==> src/hw/rtl/asei_pkg.sv <==
`timescale 1ns / 1ps
`default_nettype none

package asei_pkg;

   localparam int ANGLE_BITS_DEF      = 32;
   localparam int SINE_ITERATIONS_DEF = 24;

   // cordic working width and start vector
   localparam int CW = 34;
   localparam logic signed [CW-1:0] CORDIC_X0 = 34'sd652032874;

   localparam int MUL_W = 64;

   // operation codes
   localparam logic [1:0] OP_TICK    = 2'd0;
   localparam logic [1:0] OP_GRAB    = 2'd1;
   localparam logic [1:0] OP_RELEASE = 2'd2;
   localparam logic [1:0] OP_TOGGLE  = 2'd3;

   // datapath operations
   localparam logic [3:0] DP_NONE  = 4'd0;
   localparam logic [3:0] DP_LATCH = 4'd1;
   localparam logic [3:0] DP_INIT  = 4'd2;
   localparam logic [3:0] DP_ITER  = 4'd3;
   localparam logic [3:0] DP_MUL   = 4'd4;
   localparam logic [3:0] DP_ACCEL = 4'd5;
   localparam logic [3:0] DP_VEL   = 4'd6;
   localparam logic [3:0] DP_ANGLE = 4'd7;
   localparam logic [3:0] DP_APPLY = 4'd8;
   localparam logic [3:0] DP_EMIT  = 4'd9;

   // jump conditions
   localparam logic [2:0] COND_NEXT      = 3'd0;
   localparam logic [2:0] COND_ALWAYS    = 3'd1;
   localparam logic [2:0] COND_NO_REQ    = 3'd2;
   localparam logic [2:0] COND_SKIP      = 3'd3;
   localparam logic [2:0] COND_ITER_MORE = 3'd4;
   localparam logic [2:0] COND_SLOT_BUSY = 3'd5;

   localparam int STEP_W = 4;

   localparam logic [STEP_W-1:0] ST_IDLE  = 4'd0;
   localparam logic [STEP_W-1:0] ST_DISP  = 4'd1;
   localparam logic [STEP_W-1:0] ST_INIT  = 4'd2;
   localparam logic [STEP_W-1:0] ST_ITER  = 4'd3;
   localparam logic [STEP_W-1:0] ST_MUL   = 4'd4;
   localparam logic [STEP_W-1:0] ST_ACCEL = 4'd5;
   localparam logic [STEP_W-1:0] ST_VEL   = 4'd6;
   localparam logic [STEP_W-1:0] ST_ANGLE = 4'd7;
   localparam logic [STEP_W-1:0] ST_APPLY = 4'd8;
   localparam logic [STEP_W-1:0] ST_EMIT  = 4'd9;
   localparam logic [STEP_W-1:0] ST_WRAP  = 4'd10;

   typedef struct packed {
      logic [3:0]        dp;
      logic [2:0]        cond;
      logic [STEP_W-1:0] target;
   } ctrl_type;

   typedef struct packed {
      logic iter_last;
      logic skip_tick;
      logic slot_busy;
   } status_type;

   function automatic ctrl_type ucode(input logic [STEP_W-1:0] step);
      ctrl_type w;
      w = '{dp: DP_NONE, cond: COND_ALWAYS, target: ST_IDLE};
      unique case (step)
         ST_IDLE:  w = '{dp: DP_LATCH, cond: COND_NO_REQ,    target: ST_IDLE};
         ST_DISP:  w = '{dp: DP_NONE,  cond: COND_SKIP,      target: ST_APPLY};
         ST_INIT:  w = '{dp: DP_INIT,  cond: COND_NEXT,      target: ST_IDLE};
         ST_ITER:  w = '{dp: DP_ITER,  cond: COND_ITER_MORE, target: ST_ITER};
         ST_MUL:   w = '{dp: DP_MUL,   cond: COND_NEXT,      target: ST_IDLE};
         ST_ACCEL: w = '{dp: DP_ACCEL, cond: COND_NEXT,      target: ST_IDLE};
         ST_VEL:   w = '{dp: DP_VEL,   cond: COND_NEXT,      target: ST_IDLE};
         ST_ANGLE: w = '{dp: DP_ANGLE, cond: COND_NEXT,      target: ST_IDLE};
         ST_APPLY: w = '{dp: DP_APPLY, cond: COND_NEXT,      target: ST_IDLE};
         ST_EMIT:  w = '{dp: DP_EMIT,  cond: COND_SLOT_BUSY, target: ST_EMIT};
         ST_WRAP:  w = '{dp: DP_NONE,  cond: COND_ALWAYS,    target: ST_IDLE};
         default:  w = '{dp: DP_NONE,  cond: COND_ALWAYS,    target: ST_IDLE};
      endcase
      return w;
   endfunction

   // arctangent of 2^-i in units of 2^-32 turn
   function automatic logic [31:0] atan_turns(input logic [4:0] idx);
      logic [31:0] v;
      v = 32'h0;
      case (idx)
         5'd0:  v = 32'h20000000;
         5'd1:  v = 32'h12E4051E;
         5'd2:  v = 32'h09FB385B;
         5'd3:  v = 32'h051111D4;
         5'd4:  v = 32'h028B0D43;
         5'd5:  v = 32'h0145D7E1;
         5'd6:  v = 32'h00A2F61E;
         5'd7:  v = 32'h00517C55;
         5'd8:  v = 32'h0028BE53;
         5'd9:  v = 32'h00145F2F;
         5'd10: v = 32'h000A2F98;
         5'd11: v = 32'h000517CC;
         5'd12: v = 32'h00028BE6;
         5'd13: v = 32'h000145F3;
         5'd14: v = 32'h0000A2FA;
         5'd15: v = 32'h0000517D;
         5'd16: v = 32'h000028BE;
         5'd17: v = 32'h0000145F;
         5'd18: v = 32'h00000A30;
         5'd19: v = 32'h00000518;
         5'd20: v = 32'h0000028C;
         5'd21: v = 32'h00000146;
         5'd22: v = 32'h000000A3;
         5'd23: v = 32'h00000051;
         5'd24: v = 32'h00000029;
         5'd25: v = 32'h00000014;
         5'd26: v = 32'h0000000A;
         5'd27: v = 32'h00000005;
         5'd28: v = 32'h00000003;
         5'd29: v = 32'h00000001;
         5'd30: v = 32'h00000001;
         default: v = 32'h00000000;
      endcase
      return v;
   endfunction

endpackage

`default_nettype wire

==> src/hw/rtl/asei_sequencer.sv <==
`timescale 1ns / 1ps
`default_nettype none

module asei_sequencer (
   input  wire logic                  clock,
   input  wire logic                  reset,
   input  wire logic                  req_valid,
   input  wire asei_pkg::status_type  status,
   output asei_pkg::ctrl_type         ctrl,
   output logic                       req_stall
);
   import asei_pkg::*;

   logic [STEP_W-1:0] step_ff;
   logic [STEP_W-1:0] step_in;
   logic              jump;

   assign ctrl      = ucode(step_ff);
   assign req_stall = (step_ff != ST_IDLE);

   always_comb begin
      unique case (ctrl.cond)
         COND_NEXT:      jump = 1'b0;
         COND_ALWAYS:    jump = 1'b1;
         COND_NO_REQ:    jump = !req_valid;
         COND_SKIP:      jump = status.skip_tick;
         COND_ITER_MORE: jump = !status.iter_last;
         COND_SLOT_BUSY: jump = status.slot_busy;
         default:        jump = 1'b1;
      endcase
      step_in = jump ? ctrl.target : step_ff + 1'b1;
   end

   always_ff @(posedge clock) begin
      if (reset) begin
         step_ff <= ST_IDLE;
      end else begin
         step_ff <= step_in;
      end
   end

   a_accept_leaves_idle: assert property (@(posedge clock) disable iff (reset)
      (req_valid && !req_stall) |=> (step_ff == ST_DISP))
      else $error("accepted transaction did not start the program");

   a_emit_waits: assert property (@(posedge clock) disable iff (reset)
      (ctrl.dp == DP_EMIT && status.slot_busy) |=> (step_ff == ST_EMIT))
      else $error("result step left while output slot busy");

endmodule

`default_nettype wire

==> src/hw/rtl/asei_datapath.sv <==
`timescale 1ns / 1ps
`default_nettype none

module asei_datapath #(
   parameter int ANGLE_BITS      = asei_pkg::ANGLE_BITS_DEF,
   parameter int SINE_ITERATIONS = asei_pkg::SINE_ITERATIONS_DEF
) (
   input  wire logic                clock,
   input  wire logic                reset,
   input  wire asei_pkg::ctrl_type  ctrl,
   output asei_pkg::status_type     status,
   input  wire logic                req_valid,
   input  wire logic [1:0]          req_operation,
   input  wire logic [31:0]         req_angle_in,
   input  wire logic                csr_valid,
   input  wire logic [31:0]         csr_gain,
   output logic                     rsp_valid,
   input  wire logic                rsp_stall,
   output logic [31:0]              rsp_angle_out,
   output logic signed [31:0]       rsp_velocity_out,
   output logic signed [31:0]       rsp_accel_out,
   output logic                     rsp_holding,
   output logic                     rsp_paused
);
   import asei_pkg::*;

   localparam int AB     = ANGLE_BITS;
   localparam int ITER_W = (SINE_ITERATIONS > 1) ? $clog2(SINE_ITERATIONS) : 1;
   localparam logic [ITER_W-1:0] ITER_LAST = ITER_W'(SINE_ITERATIONS - 1);
   localparam logic [MUL_W-1:0]  HALF      = MUL_W'(1) << (AB - 1);
   localparam logic [MUL_W:0]    RND       = (MUL_W + 1)'(1) << 29;

   // architectural state
   logic [31:0]   gain_ff;
   logic [AB-1:0] angle_ff, velocity_ff, accel_ff;
   logic          hold_ff, pause_ff;

   // transaction latch
   logic [1:0]    op_ff;
   logic [31:0]   angle_in_ff;

   // cordic and multiply
   logic signed [CW-1:0] x_ff, y_ff, z_ff;
   logic [ITER_W-1:0]    iter_ff;
   logic [MUL_W-1:0]     prod_ff;
   logic                 pos_ff;

   // output register
   logic          rsp_valid_ff, rsp_valid_in;
   logic [31:0]   rsp_angle_ff;
   logic [31:0]   rsp_velocity_ff, rsp_accel_ff;
   logic          rsp_holding_ff, rsp_paused_ff;

   logic [AB+31:0]       to_turn_w, from_turn_w;
   logic [31:0]          a32, a_red;
   logic signed [CW-1:0] dx, dy, atan_v;
   logic signed [CW-1:0] y_abs;
   logic [MUL_W-1:0]     prod_in;
   logic [MUL_W:0]       rnd_sum;
   logic [MUL_W-1:0]     r_val, r_lim, r_sat;
   logic [AB-1:0]        accel_in;
   logic                 emit_load;

   assign to_turn_w   = {angle_ff, 32'd0};
   assign a32         = to_turn_w[AB+31:AB];
   assign from_turn_w = {angle_in_ff, {AB{1'b0}}};

   assign a_red  = (a32 + 32'h4000_0000) >> 31 != 32'd0 ? 32'h8000_0000 - a32 : a32;
   assign dx     = y_ff >>> iter_ff;
   assign dy     = x_ff >>> iter_ff;
   assign atan_v = CW'(atan_turns(5'(iter_ff)));

   assign y_abs   = y_ff[CW-1] ? -y_ff : y_ff;
   assign prod_in = {32'd0, y_abs[31:0]} * {32'd0, gain_ff};

   // round half away, saturate, apply sign
   assign rnd_sum  = {1'b0, prod_ff} + RND;
   assign r_val    = MUL_W'(rnd_sum[MUL_W:30]);
   assign r_lim    = pos_ff ? HALF : HALF - 1'b1;
   assign r_sat    = (r_val > r_lim) ? r_lim : r_val;
   assign accel_in = pos_ff ? AB'(-r_sat) : AB'(r_sat);

   assign status.iter_last = (iter_ff == ITER_LAST);
   assign status.skip_tick = (op_ff != OP_TICK) || pause_ff || hold_ff;
   assign status.slot_busy = rsp_valid_ff && rsp_stall;

   assign emit_load    = (ctrl.dp == DP_EMIT) && !status.slot_busy;
   assign rsp_valid_in = emit_load || (rsp_valid_ff && rsp_stall);

   always_ff @(posedge clock) begin
      if (reset) begin
         gain_ff      <= '0;
         angle_ff     <= '0;
         velocity_ff  <= '0;
         accel_ff     <= '0;
         hold_ff      <= 1'b0;
         pause_ff     <= 1'b0;
         rsp_valid_ff <= 1'b0;
         iter_ff      <= '0;
      end else begin
         rsp_valid_ff <= rsp_valid_in;
         if (csr_valid) begin
            gain_ff <= csr_gain;
         end
         unique case (ctrl.dp)
            DP_INIT: begin
               iter_ff <= '0;
            end
            DP_ITER: begin
               iter_ff <= iter_ff + 1'b1;
            end
            DP_ACCEL: begin
               accel_ff <= accel_in;
            end
            DP_VEL: begin
               velocity_ff <= velocity_ff + accel_ff;
            end
            DP_ANGLE: begin
               angle_ff <= angle_ff + velocity_ff;
            end
            DP_APPLY: begin
               case (op_ff)
                  OP_GRAB: begin
                     angle_ff    <= from_turn_w[AB+31:32];
                     velocity_ff <= '0;
                     accel_ff    <= '0;
                     hold_ff     <= 1'b1;
                  end
                  OP_RELEASE: hold_ff  <= 1'b0;
                  OP_TOGGLE:  pause_ff <= !pause_ff;
                  default: begin
                  end
               endcase
            end
            default: begin
            end
         endcase
      end
   end

   // payload registers
   always_ff @(posedge clock) begin
      if (ctrl.dp == DP_LATCH && req_valid) begin
         op_ff       <= req_operation;
         angle_in_ff <= req_angle_in;
      end
      if (ctrl.dp == DP_INIT) begin
         x_ff <= CORDIC_X0;
         y_ff <= '0;
         z_ff <= CW'($signed(a_red));
      end
      if (ctrl.dp == DP_ITER) begin
         if (!z_ff[CW-1]) begin
            x_ff <= x_ff - dx;
            y_ff <= y_ff + dy;
            z_ff <= z_ff - atan_v;
         end else begin
            x_ff <= x_ff + dx;
            y_ff <= y_ff - dy;
            z_ff <= z_ff + atan_v;
         end
      end
      if (ctrl.dp == DP_MUL) begin
         prod_ff <= prod_in;
         pos_ff  <= !y_ff[CW-1] && (y_ff != '0);
      end
      if (emit_load) begin
         rsp_angle_ff    <= a32;
         rsp_velocity_ff <= 32'(velocity_ff);
         rsp_accel_ff    <= 32'(accel_ff);
         rsp_holding_ff  <= hold_ff;
         rsp_paused_ff   <= pause_ff;
      end
   end

   assign rsp_valid        = rsp_valid_ff;
   assign rsp_angle_out    = rsp_angle_ff;
   assign rsp_velocity_out = $signed(rsp_velocity_ff);
   assign rsp_accel_out    = $signed(rsp_accel_ff);
   assign rsp_holding      = rsp_holding_ff;
   assign rsp_paused       = rsp_paused_ff;

   a_valid_from_emit: assert property (@(posedge clock) disable iff (reset)
      $rose(rsp_valid_ff) |-> $past(ctrl.dp == DP_EMIT))
      else $error("result valid without result step");

   a_grab_loads: assert property (@(posedge clock) disable iff (reset)
      (ctrl.dp == DP_APPLY && op_ff == OP_GRAB) |=>
         (hold_ff && velocity_ff == '0 && accel_ff == '0))
      else $error("grab did not set hold and clear motion");

endmodule

`default_nettype wire

==> src/hw/rtl/angle_sine_euler_integrator.sv <==
`timescale 1ns / 1ps
`default_nettype none

// channel   direction  handshake            payload
// req_      in         req_valid/req_stall  req_operation, req_angle_in
// rsp_      out        rsp_valid/rsp_stall  rsp_angle_out, rsp_velocity_out, rsp_accel_out,
//                                           rsp_holding, rsp_paused
// csr_      in         csr_valid/csr_ready  csr_gain
//
// a tick runs from accept through dispatch, init, the cordic loop with one rotation per cycle,
// then mul, accel, vel, angle, apply and the result step; the next accept follows the wrap step
// grab, release, toggle and a skipped tick go from dispatch straight to apply and the result step
// reset is synchronous; it clears angle, velocity, acceleration, flags and gain
// req_stall is high whenever the program is not at its idle step; a stalled output holds
// the program at its result step
// a finished transaction sits in the output register while the next one is accepted

module angle_sine_euler_integrator #(
   parameter int ANGLE_BITS      = asei_pkg::ANGLE_BITS_DEF,
   parameter int SINE_ITERATIONS = asei_pkg::SINE_ITERATIONS_DEF
) (
   input  wire logic               clock,
   input  wire logic               reset,
   input  wire logic               req_valid,
   output logic                    req_stall,
   input  wire logic [1:0]         req_operation,
   input  wire logic [31:0]        req_angle_in,
   output logic                    rsp_valid,
   input  wire logic               rsp_stall,
   output logic [31:0]             rsp_angle_out,
   output logic signed [31:0]      rsp_velocity_out,
   output logic signed [31:0]      rsp_accel_out,
   output logic                    rsp_holding,
   output logic                    rsp_paused,
   input  wire logic               csr_valid,
   output logic                    csr_ready,
   input  wire logic [31:0]        csr_gain
);
   import asei_pkg::*;

   ctrl_type   ctrl;
   status_type status;

   assign csr_ready = 1'b1;

   asei_sequencer u_seq (
      .clock     (clock),
      .reset     (reset),
      .req_valid (req_valid),
      .status    (status),
      .ctrl      (ctrl),
      .req_stall (req_stall)
   );

   asei_datapath #(
      .ANGLE_BITS      (ANGLE_BITS),
      .SINE_ITERATIONS (SINE_ITERATIONS)
   ) u_dp (
      .clock            (clock),
      .reset            (reset),
      .ctrl             (ctrl),
      .status           (status),
      .req_valid        (req_valid),
      .req_operation    (req_operation),
      .req_angle_in     (req_angle_in),
      .csr_valid        (csr_valid),
      .csr_gain         (csr_gain),
      .rsp_valid        (rsp_valid),
      .rsp_stall        (rsp_stall),
      .rsp_angle_out    (rsp_angle_out),
      .rsp_velocity_out (rsp_velocity_out),
      .rsp_accel_out    (rsp_accel_out),
      .rsp_holding      (rsp_holding),
      .rsp_paused       (rsp_paused)
   );

endmodule

`default_nettype wire

==> config.mk <==
export PLATFORM = sky130hd
export DESIGN_NAME = angle_sine_euler_integrator
export DESIGN_NICKNAME = d
export VERILOG_FILES = /design/src/hw/rtl/asei_pkg.sv /design/src/hw/rtl/asei_sequencer.sv /design/src/hw/rtl/asei_datapath.sv /design/src/hw/rtl/angle_sine_euler_integrator.sv
export SDC_FILE = /design/constraint.sdc
export NUM_CORES = 2
export LEC_CHECK = 0
export ABC_CLOCK_PERIOD_IN_PS = 11900
export BUFFER_PORTS_ARGS = -buffer_cell sky130_fd_sc_hd__buf_4
export CELL_PAD_IN_SITES_DETAIL_PLACEMENT = 0
export CELL_PAD_IN_SITES_GLOBAL_PLACEMENT = 2
export CORE_MARGIN = 2
export CORE_UTILIZATION = 42
export DETAILED_ROUTE_END_ITERATION = 12
export MAX_ROUTING_LAYER = met4
export PLACE_DENSITY_LB_ADDON = 0.1
export SKIP_CTS_REPAIR_TIMING = 1
export SYNTH_ARGS = -nofsm -noshare
export SYNTH_HDL_FRONTEND = slang
export SYNTH_HIERARCHICAL = 1
export SYNTH_SLANG_ARGS = --single-unit
export TNS_END_PERCENT = 1
==> constraint.sdc <==
create_clock -name clock -period 11.9 [get_ports clock]
set_clock_uncertainty 0.1 [all_clocks]
set_input_delay 2.38 -clock clock [delete_from_list [all_inputs] [get_ports clock]]
set_output_delay 2.38 -clock clock [all_outputs]
set_load 0.01 [all_outputs]
# Word level (Yosys, flattened, before mapping)
# Memories as Yosys holds them, arrays and structs flattened. A register that Yosys moved wholly into a read port is not among the register bits.
# Index checks and enable logic that the tools add are counted.
[totals] memories=2 out_inout_bits=101 rom_bits=1120 reg_bits=439
[memory_table] memory="(name not given)" words=32 width=30 read_ports=1 rd_ports_with_merged_regs=1 write_ports=0 line="asei_pkg.sv:91" source="case (idx)"
[memory_table] memory="(name not given)" words=16 width=10 read_ports=1 rd_ports_with_merged_regs=1 write_ports=0 line="asei_pkg.sv:70" source="unique case (step)"
[classes] addsub=15 muxes=26 n_mul=1 magnitude_cmp=1 n_shift=2 n_eq_ne=18 reduce_logical=26
[ops] op="$mux W34" count=9
[ops] op="$mux W32" count=7
[ops] op="$pmux W32 S2" count=3
[ops] op="$add A34 B34 Y34" count=2
[ops] op="$sshr A34 B5 Y34" count=2
[ops] op="$sub A34 B34 Y34" count=2
[ops] op="$add A64 B30 Y65 const B" count=1
[ops] op="$add A32 B32 Y32" count=2
[ops] op="$mul A32 B32 Y64" count=1
[ops] op="$neg A32 Y32" count=2
[ops] op="$gt A35 B32 Y1" count=1
[ops] op="$add A34 B33 Y34" count=1
[ops] op="$reduce_bool A34 Y1" count=1
[ops] op="$sub A34 B33 Y34" count=1
[ops] op="$add A32 B31 Y32 const B" count=1
[ops] op="$sub A32 B32 Y32 const A" count=1
[ops] op="$eq A4 B3 Y1 const B" count=4
[ops] op="$reduce_bool A2 Y1" count=6
[ops] op="$mux W5" count=2
[ops] op="$pmux W5 S2" count=1
[ops] op="$reduce_and A2 Y1" count=5
[ops] op="$eq A4 B2 Y1 const B" count=2
[ops] op="$eq A4 B4 Y1 const B" count=2
[ops] op="$mux W4" count=2
[ops] op="16 further kinds" count=28

# Depth between registers and ports, before layout
[logic_depth] ltp_word=6 mapped_depth=38

# By module
# The synthesis kept the hierarchy.
[modules_own_cells] mod="asei_datapath" instances=1 area_per_inst_um2=65778.1 cells_per_inst=7204
[modules_own_cells] mod="asei_sequencer" instances=1 area_per_inst_um2=648.1 cells_per_inst=67
[modules_own_cells] mod="angle_sine_euler_integrator" instances=1 area_per_inst_um2=11.3 cells_per_inst=2

# Least setup slack after synthesis
# Ideal clock, no wire load.
[synth_path] kind="reg2reg" startpoint="register u_dp.y_ff[6]" endpoint="register u_dp.prod_ff[60], data pin" slack_ns=1.822 setup_time_ns=0.265 arrival_ns=9.713 path_buffers=2 stages_incl_launch_ff=35 cell_sequence="edfxtp_1 clkbuf_1 or4_1 or2_2 or3_1 or4_1 o31ai_2 nand2_1 xor2_1 clkbuf_1 and2_1 fa_1 fa_1 inv_1 fa_1 fa_1 inv_1 fa_1 fa_1 fa_1 inv_1 fa_1 inv_1 ha_1 a21o_1 a21o_1 a21oi_1 o221ai_1 nor3_1 a21oi_1 a21oi_1 o21ai_0 a31oi_1 o21ai_0 xor2_1"
[synth_via] elab_chain_cells=3
[synth_lines] item="from (decl)" line="asei_datapath.sv:43" source="logic signed [CW-1:0] x_ff, y_ff, z_ff;"
[synth_lines] item="from (signal assigned)" line="asei_datapath.sv:155" source="y_ff <= y_ff + dy;"
[synth_lines] item="from (signal assigned)" line="asei_datapath.sv:159" source="y_ff <= y_ff - dy;"
[synth_lines] item="$neg A32 Y32" line="asei_datapath.sv:73" source="assign y_abs = y_ff[CW-1] ? -y_ff : y_ff;"
[synth_lines] item="$mux W32 *" line="asei_datapath.sv:73"
[synth_lines] item="$mul A32 B32 Y64 *" line="asei_datapath.sv:74" source="assign prod_in = {32'd0, y_abs[31:0]} * {32'd0, gain_ff};"
[synth_lines] item="net u_dp.prod_in[60]" line="asei_datapath.sv:58" source="logic [MUL_W-1:0] prod_in;"
[synth_lines] item="to (signal assigned)" line="asei_datapath.sv:164" source="prod_ff <= prod_in;"
[synth_lines] item="to (decl)" line="asei_datapath.sv:45" source="logic [MUL_W-1:0] prod_ff;"
# The timed path passes the listed nets; every way through them passes the cells marked *.
# A chain may end at the register's enable or synchronous reset.

# Worst setup path in the final report
[layout_path] startpoint="register u_dp.y_ff[6]" endpoint="register u_dp.prod_ff[47], data pin"
# The elaborated chain is that of the path after synthesis.

==> run summary <==
Max Used Layer = met4
Worst setup EP type = flop
Worst Path Buf+Inv = 3
Clock Latency Late Sink = 0.70 ns
Setup crit start kind = flop
Antenna Nets Post-Route = 0
Hold Fails Final Rpt = 0
Post-Syn Instances = 7,270
Die area = 161,300 um^2
GRT Util Overall = 27.38%
Min-delay src = u_dp/pause_ff$_SDFFE_PP0P_
Die H = 401.7 um
Worst hold path depth = 0
First-pass GRT wire length = 330,300 um
I/O pin count = 172
GR Overflow Total = 0
Slowest stage cell, crit path = or4_1
H-tree Lvls = 2
Peak Freq = 87.55 MHz
Min-Delay Endpoint = u_dp/rsp_paused$_DFFE_PP_
Pin count of the biggest net entering global routing = 71
Final wirelength = 214,000 um
Max stage delay on crit path = 0.58 ns
NumNets Final = 8,675
Initial DRT Pass Iterations = 5
CTS tree = yes
Worst path top cell family by delay = adder cells
FF-to-FF End = u_dp/prod_ff[47]$_DFFE_PN_
CP dominant cell by count = fa_1
Core Rows = 145
Placed standard-cell area = 69,950 um^2
Sum of negative setup slack = 0 ns
Chip width = 401.7 um
DR vias/cell = 5.562
Iter 0 DRT Violations = 4,087
GPL Wtd Cong = 0.9157
WP data arrival = 11.75 ns
Total CTS buffers = 58
Core ar. = 156,600 um^2
Mapped Nets = 8,716
Req. time, crit path = 12.23 ns
CP max FO = 31
FF-to-FF path depth = 29
Antenna violations before repair = 4
DRT met1 WL = 98,920 um
Clock sink count = 449
Tightest Hold Check Type = flop to flop
Slew margin rel. = 22.81%
Final setup vio count = 0
Placed Cells incl. Taps = 9,227
IO Port Bufs = 170
Clock transition at path regs = 0.07 ns
Vias in the first global route = 53,110
Non-filler cells in the finished layout = 9,342
Routed met3 length = 12,010 um
Post-Syn Area = 66,420 um^2
Unrepaired setup endpoints after global routing = no
Met2 routed WL = 98,280 um
Initial Utilization = 42.42%
R2r startpoint = u_dp/y_ff[6]$_SDFFCE_PN0N_
Layout cell share with drive strength beyond 1 = 8.600%
Reg2reg setup slack = 0.48 ns
Pins Over Slew Limit = 0
Status = finished clean
Layout area overhead = 8.411%
Slew @ Worst Pin = 1.154 ns
Syn Area/Cell = 9.136 um^2
Root buffer cell = clkbuf_16
Final min period = 11.42 ns
WL per Instance = 22.91 um
Tcrit/Tclk final = 95.98%
Via Count = 51,960
Max Cap Violations = 0
DRC violations left = 0
CTS Buffer Depth = 3
Final Cell Area = 72,010 um^2
DP HPWL = 162,300 um
Synth warnings = 6
Setup CP Type = flop to flop
==> cell type report <==
| type | count | area [um^2] |
|---|---|---|
| Inverter | 949 | 3565 |
| Fill cell | 15180 | 84560 |
| Sequential cell | 449 | 11720 |
| Clock inverter | 39 | 441.7 |
| Multi-Input combinational cell | 5473 | 49870 |
| Timing Repair Buffer | 298 | 2241 |
| Antenna cell | 5 | 12.51 |
| Clock buffer | 71 | 1583 |
| Tap cell | 2058 | 2575 |
==> placed cells by master, fill, tap and decap left out, types with 140 or more instances in the layout <==
master and n:
xnor2_1 182, dfxtp_1 161, edfxtp_1 270, fa_1 900, buf_4 297, xor2_1 140, inv_1 942, a21oi_1 354
and2_1 608, nand2_1 787, nor2_1 437, o21ai_0 215, ha_1 475
==> worst register-to-register path, delay by kind of cell, from the launching register on <==
kind / cells / cell delay [ns]
fa+ha+maj: 9 / 4.24
simple gates: 6 / 2.26
flops: 1 / 0.55
buf+inv: 3 / 0.58
compound gates: 9 / 3.16
xor+xnor: 2 / 0.28
==> sequential cells by signal, indices dropped and copies added (netlist names), 32 cells and up <==
register               flops
u_dp/a32                  32
u_dp/z_ff                 34
u_dp/x_ff                 34
u_dp/y_ff                 34
u_dp/rsp_angle_out        32
u_dp/prod_ff              35
u_dp/accel_ff             32
u_dp/rsp_velocity_out     32
u_dp/angle_in_ff          32
u_dp/velocity_ff          32
u_dp/gain_ff              32
u_dp/rsp_accel_out        32
==> through the flow <==
stage | setup slack [ns] | utilization (%) | hold WS, ns
2_1_floorplan | 1.822 | - | 0.3064
3_3_place_gp | 0.3163 | 44.68 | 0.3655
3_5_place_dp | 0.2659 | 44.68 | 0.3691
4_1_cts | 0.2110 | 45.97 | 0.3853
5_1_grt | 0.08975 | 45.98 | 0.4211
6_report | 0.4781 | 45.99 | 0.3905
==> how the worst max path moves through the flow <==
stage,start,cells past startpoint,slack (ns),endpoint
after floorplan,u_dp/y_ff[6]$_SDFFCE_PN0N_,34,1.82,u_dp/prod_ff[60]$_DFFE_PN_
after global placement,u_dp/y_ff[6]$_SDFFCE_PN0N_,29,0.32,u_dp/prod_ff[47]$_DFFE_PN_
after detailed placement,u_dp/y_ff[6]$_SDFFCE_PN0N_,33,0.27,u_dp/prod_ff[60]$_DFFE_PN_
after CTS,u_dp/y_ff[6]$_SDFFCE_PN0N_,33,0.21,u_dp/prod_ff[60]$_DFFE_PN_
after global routing,u_dp/y_ff[6]$_SDFFCE_PN0N_,34,0.09,u_dp/prod_ff[63]$_DFFE_PN_
final,u_dp/y_ff[6]$_SDFFCE_PN0N_,29,0.48,u_dp/prod_ff[47]$_DFFE_PN_
==> per-layer routing <==
metal | vias up | global-route usage (%)
li1 | 23900 | -
met1 | 26290 | 38.41
met2 | 1528 | 42.80
met3 | 239 | 3.015
met4 | 0 | 5.872
met5 | - | -
Power is not shown: default switching activity piles up to over one toggle a cycle in this logic, so the estimate is an artifact.
